===== src/hdl/murmur_style_string_hash64_unit_macros.svh =====
// Assertion macros shared by the string hash unit.
`ifndef MURMUR_STYLE_STRING_HASH64_UNIT_MACROS_SVH
`define MURMUR_STYLE_STRING_HASH64_UNIT_MACROS_SVH

// Same-cycle implication, checked outside reset.
`define MSH_ASSERT_NOW(label, clk, rstn, ante, cons, msg) \
  label: assert property (@(posedge clk) disable iff (!(rstn)) (ante) |-> (cons)) \
    else $error(msg);

// Next-cycle implication, checked outside reset.
`define MSH_ASSERT_NEXT(label, clk, rstn, ante, cons, msg) \
  label: assert property (@(posedge clk) disable iff (!(rstn)) (ante) |=> (cons)) \
    else $error(msg);

`endif


===== src/hdl/mshash_pkg.sv =====
// Package: constants, command and status types of the string hash unit.
`timescale 1ns / 1ps
package mshash_pkg;

  localparam logic [63:0] MIX_C1   = 64'h87c37b91114253d5;
  localparam logic [63:0] MIX_C2   = 64'h4cf5ad432745937f;
  localparam logic [63:0] FOLD_ADD = 64'h0000000052dce729;
  localparam logic [63:0] FIN_M1   = 64'hff51afd7ed558ccd;
  localparam logic [63:0] FIN_M2   = 64'hc4ceb9fe1a85ec53;
  localparam logic [63:0] SEED     = 64'd31;

  // Datapath micro-operations, one per cycle.
  typedef enum logic [3:0] {
    OP_NOP,
    OP_BYTE,
    OP_LD_WORD,
    OP_MUL_LL,
    OP_MUL_HL,
    OP_MUL_LH,
    OP_MUL_END,
    OP_ROT31,
    OP_FOLD,
    OP_MUL5,
    OP_ADDC,
    OP_TAIL_XOR,
    OP_FIN_LOAD,
    OP_SHXOR,
    OP_EMIT
  } mshash_op_t;

  // Phase of the hash sequence; also picks the multiplier constant.
  typedef enum logic [2:0] {
    PH_C1,
    PH_C2,
    PH_M1,
    PH_M2,
    PH_F0
  } mshash_ph_t;

  typedef struct packed {
    mshash_op_t op;
    mshash_ph_t ph;
  } mshash_cmd_t;

  typedef struct packed {
    logic word_full;      // next byte completes a word
    logic tail_nonempty;  // partial word holds bytes
  } mshash_sts_t;

  function automatic logic [63:0] mul_const(input mshash_ph_t ph);
    logic [63:0] k;
    case (ph)
      PH_C1:   k = MIX_C1;
      PH_C2:   k = MIX_C2;
      PH_M1:   k = FIN_M1;
      PH_M2:   k = FIN_M2;
      default: k = MIX_C1;
    endcase
    return k;
  endfunction

endpackage


===== src/hdl/mshash_dp.sv =====
// Datapath: byte gathering, shared 32x32 multiplier, hash and finalizer registers.
`timescale 1ns / 1ps
module mshash_dp (
  input  logic                      clk,
  input  logic                      rst_n,
  input  logic [7:0]                byte_value,
  input  mshash_pkg::mshash_cmd_t   cmd,
  output mshash_pkg::mshash_sts_t   sts,
  output logic [63:0]               hash_value
);
  import mshash_pkg::*;

  logic [63:0] hash_r, hash_nxt;
  logic [63:0] gather_r, gather_nxt;
  logic [2:0]  slot_r, slot_nxt;
  logic [63:0] total_r, total_nxt;
  logic [63:0] w_r, w_nxt;
  logic [63:0] pp_r;
  logic [63:0] prod_r, prod_nxt;
  logic [63:0] out_hash_r, out_hash_nxt;
  logic [63:0] kc;
  logic [31:0] mul_a, mul_b;
  logic [63:0] pp_full;
  logic [63:0] fold_x;

  assign kc = mul_const(cmd.ph);

  // Operand halves for the partial products of a 64-bit modular product.
  always_comb begin
    mul_a = w_r[31:0];
    mul_b = kc[31:0];
    case (cmd.op)
      OP_MUL_HL: mul_a = w_r[63:32];
      OP_MUL_LH: mul_b = kc[63:32];
      default: ;
    endcase
  end

  assign pp_full = {32'd0, mul_a} * {32'd0, mul_b};
  assign fold_x  = hash_r ^ w_r;

  always_comb begin
    hash_nxt     = hash_r;
    gather_nxt   = gather_r;
    slot_nxt     = slot_r;
    total_nxt    = total_r;
    w_nxt        = w_r;
    prod_nxt     = prod_r;
    out_hash_nxt = out_hash_r;
    case (cmd.op)
      OP_BYTE: begin
        gather_nxt = gather_r | ({56'd0, byte_value} << {slot_r, 3'b000});
        slot_nxt   = slot_r + 3'd1;
        total_nxt  = total_r + 64'd1;
      end
      OP_LD_WORD:  w_nxt = gather_r;
      OP_MUL_HL:   prod_nxt = pp_r;
      OP_MUL_LH:   prod_nxt = prod_r + {pp_r[31:0], 32'd0};
      OP_MUL_END:  w_nxt = prod_r + {pp_r[31:0], 32'd0};
      OP_ROT31:    w_nxt = {w_r[32:0], w_r[63:33]};
      OP_FOLD:     hash_nxt = {fold_x[36:0], fold_x[63:37]};
      OP_MUL5:     hash_nxt = hash_r + {hash_r[61:0], 2'b00};
      OP_ADDC: begin
        hash_nxt   = hash_r + FOLD_ADD;
        gather_nxt = '0;
      end
      OP_TAIL_XOR: hash_nxt = hash_r ^ w_r;
      OP_FIN_LOAD: w_nxt = hash_r ^ total_r;
      OP_SHXOR:    w_nxt = w_r ^ {33'd0, w_r[63:33]};
      OP_EMIT: begin
        out_hash_nxt = w_r;
        hash_nxt     = SEED;
        gather_nxt   = '0;
        slot_nxt     = '0;
        total_nxt    = '0;
      end
      default: ;
    endcase
  end

  always_ff @(posedge clk) begin
    if (!rst_n) begin
      hash_r   <= SEED;
      gather_r <= '0;
      slot_r   <= '0;
      total_r  <= '0;
    end else begin
      hash_r   <= hash_nxt;
      gather_r <= gather_nxt;
      slot_r   <= slot_nxt;
      total_r  <= total_nxt;
    end
  end

  always_ff @(posedge clk) begin
    w_r        <= w_nxt;
    pp_r       <= pp_full;
    prod_r     <= prod_nxt;
    out_hash_r <= out_hash_nxt;
  end

  assign sts.word_full     = (slot_r == 3'd7);
  assign sts.tail_nonempty = (slot_r != 3'd0);
  assign hash_value        = out_hash_r;

endmodule


===== src/hdl/mshash_ctrl.sv =====
// Controller: sequences the datapath micro-operations and owns both handshakes.
`timescale 1ns / 1ps
module mshash_ctrl (
  input  logic                      clk,
  input  logic                      rst_n,
  input  logic                      in_valid,
  input  logic                      in_byte_present,
  input  logic                      in_last,
  output logic                      in_stall,
  output logic                      out_valid,
  input  logic                      out_stall,
  input  mshash_pkg::mshash_sts_t   sts,
  output mshash_pkg::mshash_cmd_t   cmd
);
  import mshash_pkg::*;

  typedef enum logic [3:0] {
    S_IDLE,
    S_LDW,
    S_LL,
    S_HL,
    S_LH,
    S_END,
    S_ROT,
    S_FOLD,
    S_MUL5,
    S_ADDC,
    S_TAIL,
    S_FIN,
    S_SHX,
    S_EMIT
  } state_t;

  state_t     state_r, state_nxt;
  mshash_ph_t phase_r, phase_nxt;
  logic       tail_r, tail_nxt;
  logic       last_r, last_nxt;
  logic       out_valid_r, out_valid_nxt;
  logic       emit;

  always_comb begin
    state_nxt = state_r;
    phase_nxt = phase_r;
    tail_nxt  = tail_r;
    last_nxt  = last_r;
    emit      = 1'b0;
    cmd.op    = OP_NOP;
    cmd.ph    = phase_r;
    case (state_r)
      S_IDLE: begin
        if (in_valid) begin
          last_nxt = in_last;
          if (in_byte_present) cmd.op = OP_BYTE;
          if (in_byte_present && sts.word_full) begin
            tail_nxt  = 1'b0;
            state_nxt = S_LDW;
          end else if (in_last) begin
            if (in_byte_present || sts.tail_nonempty) begin
              tail_nxt  = 1'b1;
              state_nxt = S_LDW;
            end else begin
              state_nxt = S_FIN;
            end
          end
        end
      end
      S_LDW: begin
        cmd.op    = OP_LD_WORD;
        phase_nxt = PH_C1;
        state_nxt = S_LL;
      end
      S_LL: begin
        cmd.op    = OP_MUL_LL;
        state_nxt = S_HL;
      end
      S_HL: begin
        cmd.op    = OP_MUL_HL;
        state_nxt = S_LH;
      end
      S_LH: begin
        cmd.op    = OP_MUL_LH;
        state_nxt = S_END;
      end
      S_END: begin
        cmd.op = OP_MUL_END;
        case (phase_r)
          PH_C1:   state_nxt = S_ROT;
          PH_C2:   state_nxt = tail_r ? S_TAIL : S_FOLD;
          default: state_nxt = S_SHX;
        endcase
      end
      S_ROT: begin
        cmd.op    = OP_ROT31;
        phase_nxt = PH_C2;
        state_nxt = S_LL;
      end
      S_FOLD: begin
        cmd.op    = OP_FOLD;
        state_nxt = S_MUL5;
      end
      S_MUL5: begin
        cmd.op    = OP_MUL5;
        state_nxt = S_ADDC;
      end
      S_ADDC: begin
        cmd.op    = OP_ADDC;
        state_nxt = last_r ? S_FIN : S_IDLE;
      end
      S_TAIL: begin
        cmd.op    = OP_TAIL_XOR;
        state_nxt = S_FIN;
      end
      S_FIN: begin
        cmd.op    = OP_FIN_LOAD;
        phase_nxt = PH_F0;
        state_nxt = S_SHX;
      end
      S_SHX: begin
        cmd.op = OP_SHXOR;
        case (phase_r)
          PH_F0: begin
            phase_nxt = PH_M1;
            state_nxt = S_LL;
          end
          PH_M1: begin
            phase_nxt = PH_M2;
            state_nxt = S_LL;
          end
          default: state_nxt = S_EMIT;
        endcase
      end
      S_EMIT: begin
        // hold until the output register is free or drains this cycle
        if (!out_valid_r || !out_stall) begin
          cmd.op    = OP_EMIT;
          emit      = 1'b1;
          state_nxt = S_IDLE;
        end
      end
      default: state_nxt = S_IDLE;
    endcase
  end

  assign out_valid_nxt = emit | (out_valid_r & out_stall);

  always_ff @(posedge clk) begin
    if (!rst_n) begin
      state_r     <= S_IDLE;
      phase_r     <= PH_C1;
      tail_r      <= 1'b0;
      last_r      <= 1'b0;
      out_valid_r <= 1'b0;
    end else begin
      state_r     <= state_nxt;
      phase_r     <= phase_nxt;
      tail_r      <= tail_nxt;
      last_r      <= last_nxt;
      out_valid_r <= out_valid_nxt;
    end
  end

  assign in_stall  = (state_r != S_IDLE);
  assign out_valid = out_valid_r;

endmodule


===== src/hdl/murmur_style_string_hash64_unit.sv =====
// Top level: streaming 64-bit string hash, at most one byte per input beat.
//
//   channel  direction  handshake            payload
//   in       input      in_valid / in_stall  in_byte_value, in_byte_present, in_last
//   out      output     out_valid / out_stall  out_hash_value
//
// A byte that does not complete a word is taken without a stall; the eighth byte
// of a word is mixed by two 64-bit products on one 32x32 multiplier, plus fold.
// A last beat adds the finalizer, plus a mix of the partial word when one remains.
// Reset is synchronous, active low, and leaves the hash seeded and no result pending.
// A stalled result stays in the output register; the block keeps taking bytes
// and only waits when a second result is ready before the first has left.
`timescale 1ns / 1ps
`include "murmur_style_string_hash64_unit_macros.svh"
module murmur_style_string_hash64_unit (
  input  logic        clk,
  input  logic        rst_n,
  input  logic        in_valid,
  output logic        in_stall,
  input  logic [7:0]  in_byte_value,
  input  logic        in_byte_present,
  input  logic        in_last,
  output logic        out_valid,
  input  logic        out_stall,
  output logic [63:0] out_hash_value
);
  import mshash_pkg::*;

  mshash_cmd_t cmd;
  mshash_sts_t sts;

  mshash_ctrl u_ctrl (
    .clk             (clk),
    .rst_n           (rst_n),
    .in_valid        (in_valid),
    .in_byte_present (in_byte_present),
    .in_last         (in_last),
    .in_stall        (in_stall),
    .out_valid       (out_valid),
    .out_stall       (out_stall),
    .sts             (sts),
    .cmd             (cmd)
  );

  mshash_dp u_dp (
    .clk        (clk),
    .rst_n      (rst_n),
    .byte_value (in_byte_value),
    .cmd        (cmd),
    .sts        (sts),
    .hash_value (out_hash_value)
  );

  `MSH_ASSERT_NEXT(a_last_busy, clk, rst_n, in_valid && !in_stall && in_last, in_stall, "last beat did not start finalization")
  `MSH_ASSERT_NEXT(a_plain_byte_free, clk, rst_n, in_valid && !in_stall && !in_last && !(in_byte_present && sts.word_full), !in_stall, "plain byte beat left the block busy")
  `MSH_ASSERT_NOW(a_emit_slot_free, clk, rst_n, cmd.op == OP_EMIT, !out_valid || !out_stall, "result overwrote a pending beat")
  `MSH_ASSERT_NEXT(a_emit_clears, clk, rst_n, cmd.op == OP_EMIT, !sts.tail_nonempty && out_valid, "state not cleared after result")

endmodule

===== config.mk =====
export PLATFORM = sky130hd
export DESIGN_NAME = murmur_style_string_hash64_unit
export DESIGN_NICKNAME = d
export VERILOG_FILES = /design/src/hdl/mshash_pkg.sv /design/src/hdl/mshash_dp.sv /design/src/hdl/mshash_ctrl.sv /design/src/hdl/murmur_style_string_hash64_unit.sv
export VERILOG_INCLUDE_DIRS = /design/src /design/src/hdl
export SDC_FILE = /design/constraint.sdc
export NUM_CORES = 2
export LEC_CHECK = 0
export BUFFER_PORTS_ARGS = -buffer_cell sky130_fd_sc_hd__buf_4
export CORE_MARGIN = 8
export CORE_UTILIZATION = 59
export DETAILED_ROUTE_END_ITERATION = 6
export GPL_TIMING_DRIVEN = 0
export MAX_ROUTING_LAYER = met4
export PLACE_DENSITY_LB_ADDON = 0.1
export SLEW_MARGIN = 20
export SYNTH_ARGS = -nofsm -noshare
export SYNTH_HDL_FRONTEND = slang
export SYNTH_SLANG_ARGS = --single-unit

===== constraint.sdc =====
create_clock -name clk -period 16.7 [get_ports clk]
set_clock_uncertainty 0.15 [all_clocks]
set_input_delay 1.67 -clock clk [delete_from_list [all_inputs] [get_ports clk]]
set_output_delay 1.67 -clock clk [all_outputs]
set_load 0.02 [all_outputs]

==> impl_metrics.yaml <==
critical_path:
  crit_path_max_incr_delay_ns: 0.88
  r2r_cells: 31
  critPathMostFrequentCell: "fa_1"
  worstPathArrival_ns: 13.55
  worst_path_max_delay_cell: "clkbuf_1"
  worstPathMaxFanout: 10
  r2r-start: "u_ctrl.state_r[0]"
  worstPathRequired_ns: 17.09
  end_kind: "flop"
  crit_type: "flop to flop"
  reg2reg_to: "u_dp.pp_r[63]"
  start_kind: "flop"
  reg2reg_slack_ns: 3.55
synth:
  postSynth.asyncResetShare_pct: 0
  synth-edff-count: 192
  synth_area_sq_um: 59700
  ys_warn_count: 0
  synthFlopType: "dfxtp_1"
  synth_cell_types: 94
  synth-seq-cells: 461
  synth.avg_cell_area_sq_um: 8.66
  synth_nets: 8166
  synthCells: 6894
  yosysSeqAreaShare_pct: 18.7
hold_path:
  hold_depth: 0
  hold_class: "flop to flop"
  hp-start: "u_dp.w_r[60]"
  worstHoldEndpoint: "u_dp.hash_value[60]"
timing:
  final.min_clock_period_ns: 13.15
  fmax_mhz: 76.0
  finalSetupViolCount: 0
  tns_ns: 0
  slew_headroom_pct: 0.258
  hold_violations: 0
  worstMarginPinSlew_ns: 1.49
  period_share_pct: 78.8
  finalWorstSetupSlack_ns: 3.55
  drv_slew: 0
  rsz0062_at_grt: "no"
clock_network:
  cts_tree: "built"
  h-tree-depth: 2
  cts_buffer_depth: 3
  cts_buffers: 48
  clk_pin_slew_ns: 0.06
  clockRootBuffer: "clkbuf_16"
  cts_setup_buffers: 0
  cts.sinks: 461
  ctsResizeCount: 0
  insertion_delay_ns: 0.65
  ctsHoldBuffers: 0
route:
  route.detailed.drc: 27
  vias_per_cell: 6.83
  first_pass_iters: 7
  ant_nets: 0
  wire_per_inst_um: 33.8
  detail_route.iter0.violations: 8423
  via_count: 57400
  drt_wl_total_um: 284000
final_layout:
  post-route-util_pct: 63.9
  fillers: 8809
  final_cell_mix: "929 x nor2_1, 914 x inv_1, 898 x fa_1"
  final_common_cell: "nor2_1"
  layout.nets: 8305
  syn_to_final_growth_pct: 7.16
  drive_gt1_share_pct: 4.54
die:
  coreArea_sq_um: 100000
  std_cell_rows: 116
  die_h_um: 334
  initial_core_util_pct: 59.6
  boundaryPins: 80
  die_w_um: 334
  die_area_sq_um: 112000
placement:
  place_congestion: 1.18
  hpwl_um: 223000
  pre_cts_ws_ns: 4.03
  io_buffers: 70
global_route:
  grt_pass1_wl_um: 398000
  grt_usage_pct: 51.4
  grt_pass1_vias: 56400
  grt-ovfl-total: 0
  antenna_found_initial: 22
  grt_max_degree: 58
job:
  maxCapViolCount: 1
outcome:
  status: "finished, violations left"
  violations: "DRC, capacitance limit"
area by class of cell:
class	count	area [sq um]	share of cell area, %
well taps	1298	1620	2.54
clock inverters	29	328	0.512
inverters	914	3430	5.36
flip-flops and latches	461	11200	17.4
clock buffers	61	1280	2.01
multi-input cells	5092	43600	68.2
repair buffers	89	790	1.23
diodes	29	72.6	0.113
plain buffers	427	1660	2.59
synthesized netlist by cell type (all sizes together), types with 27 or more instances:
cell / count / area share [%]
xnor2: 141 / 2.1
nor3: 126 / 1.1
a211oi: 37 / 0.48
edfxtp: 192 / 9.7
mux2i: 40 / 0.67
nand2b: 32 / 0.34
a221oi: 46 / 0.67
o211ai: 31 / 0.40
dfxtp: 269 / 9.0
a22oi: 39 / 0.49
nand2: 703 / 4.4
clkbuf: 350 / 2.2
or3: 27 / 0.28
o22ai: 29 / 0.30
ha: 360 / 7.5
nand3: 105 / 0.90
and2: 56 / 0.59
fa: 898 / 30
buf: 77 / 0.55
nand4: 55 / 0.59
a21o: 101 / 1.3
nor2: 936 / 5.9
and3: 49 / 0.51
xor2: 193 / 2.8
a21oi: 436 / 3.7
a31oi: 31 / 0.34
o21ai: 286 / 2.4
mux2: 35 / 0.66
inv: 914 / 5.7
worst max path at each step:
| stage | from | endpoint |
|---|---|---|
| global route | u_ctrl.state_r[0] | u_dp.pp_r[63] |
| CTS | u_ctrl.state_r[0] | u_dp.pp_r[63] |
| detailed placement | u_ctrl.state_r[0] | u_dp.pp_r[63] |
| floorplan | u_ctrl.state_r[1] | u_dp.pp_r[56] |
| finish | u_ctrl.state_r[0] | u_dp.pp_r[63] |
| global placement | u_ctrl.state_r[0] | u_dp.pp_r[63] |
state kept, by name, summed over array words and instances (netlist names), 3 cells and up:
| name | cells |
|---|---|
| u_dp.hash_r | 64 |
| u_dp.w_r | 64 |
| u_dp.total_r | 64 |
| u_dp.gather_r | 64 |
| u_dp.prod_r | 64 |
| u_dp.slot_r | 3 |
| u_ctrl.phase_r | 3 |
| u_ctrl.state_r | 4 |
| u_dp.pp_r | 64 |
| u_dp.hash_value | 64 |
logic make-up after synthesis:
| logic type | after synthesis | share of synthesized area [%] |
|---|---|---|
| xor gates and xnor gates | 334 | 4.90 |
| adders and majority gates | 1258 | 37.7 |
| and+or+nand+nor | 2169 | 15.6 |
| buffers and inverters | 1341 | 8.50 |
| AOI/OAI and AO/OA | 1256 | 13.3 |
| muxes | 75 | 1.33 |
| DFF | 461 | 18.7 |
metal layers:
metal  share of wire, %  track usage, %  routed length [um]
met1                 32            55.8               89600
met2                 41            71.9              116000
met5                  0               -                   0
met4                 13            46.5               35900
met3                 15            20.7               42400
worst max-delay path, delay by kind of cell (launching register included):
family	cells	cell delay, ns
and+or+nand+nor	9	3.49
AOI/OAI and AO/OA	6	2.24
xor gates and xnor gates	1	0.24
adders and majority gates	9	4.78
buffers and inverters	6	1.80
DFF	1	0.33
metrics by stage:
step	instances	hold slack (ns)	cell area, sq um
6_report	8400	0.298	64000
5_1_grt	8392	0.314	64000
4_1_cts	8371	0.300	63900
3_5_place_dp	8281	0.285	62300
3_3_place_gp	8262	0.287	61800
2_1_floorplan	6894	0.274	59700
Power is left out: the tool's default activity adds up to more than one toggle a clock period on the data nets, which glitch-free logic cannot reach.
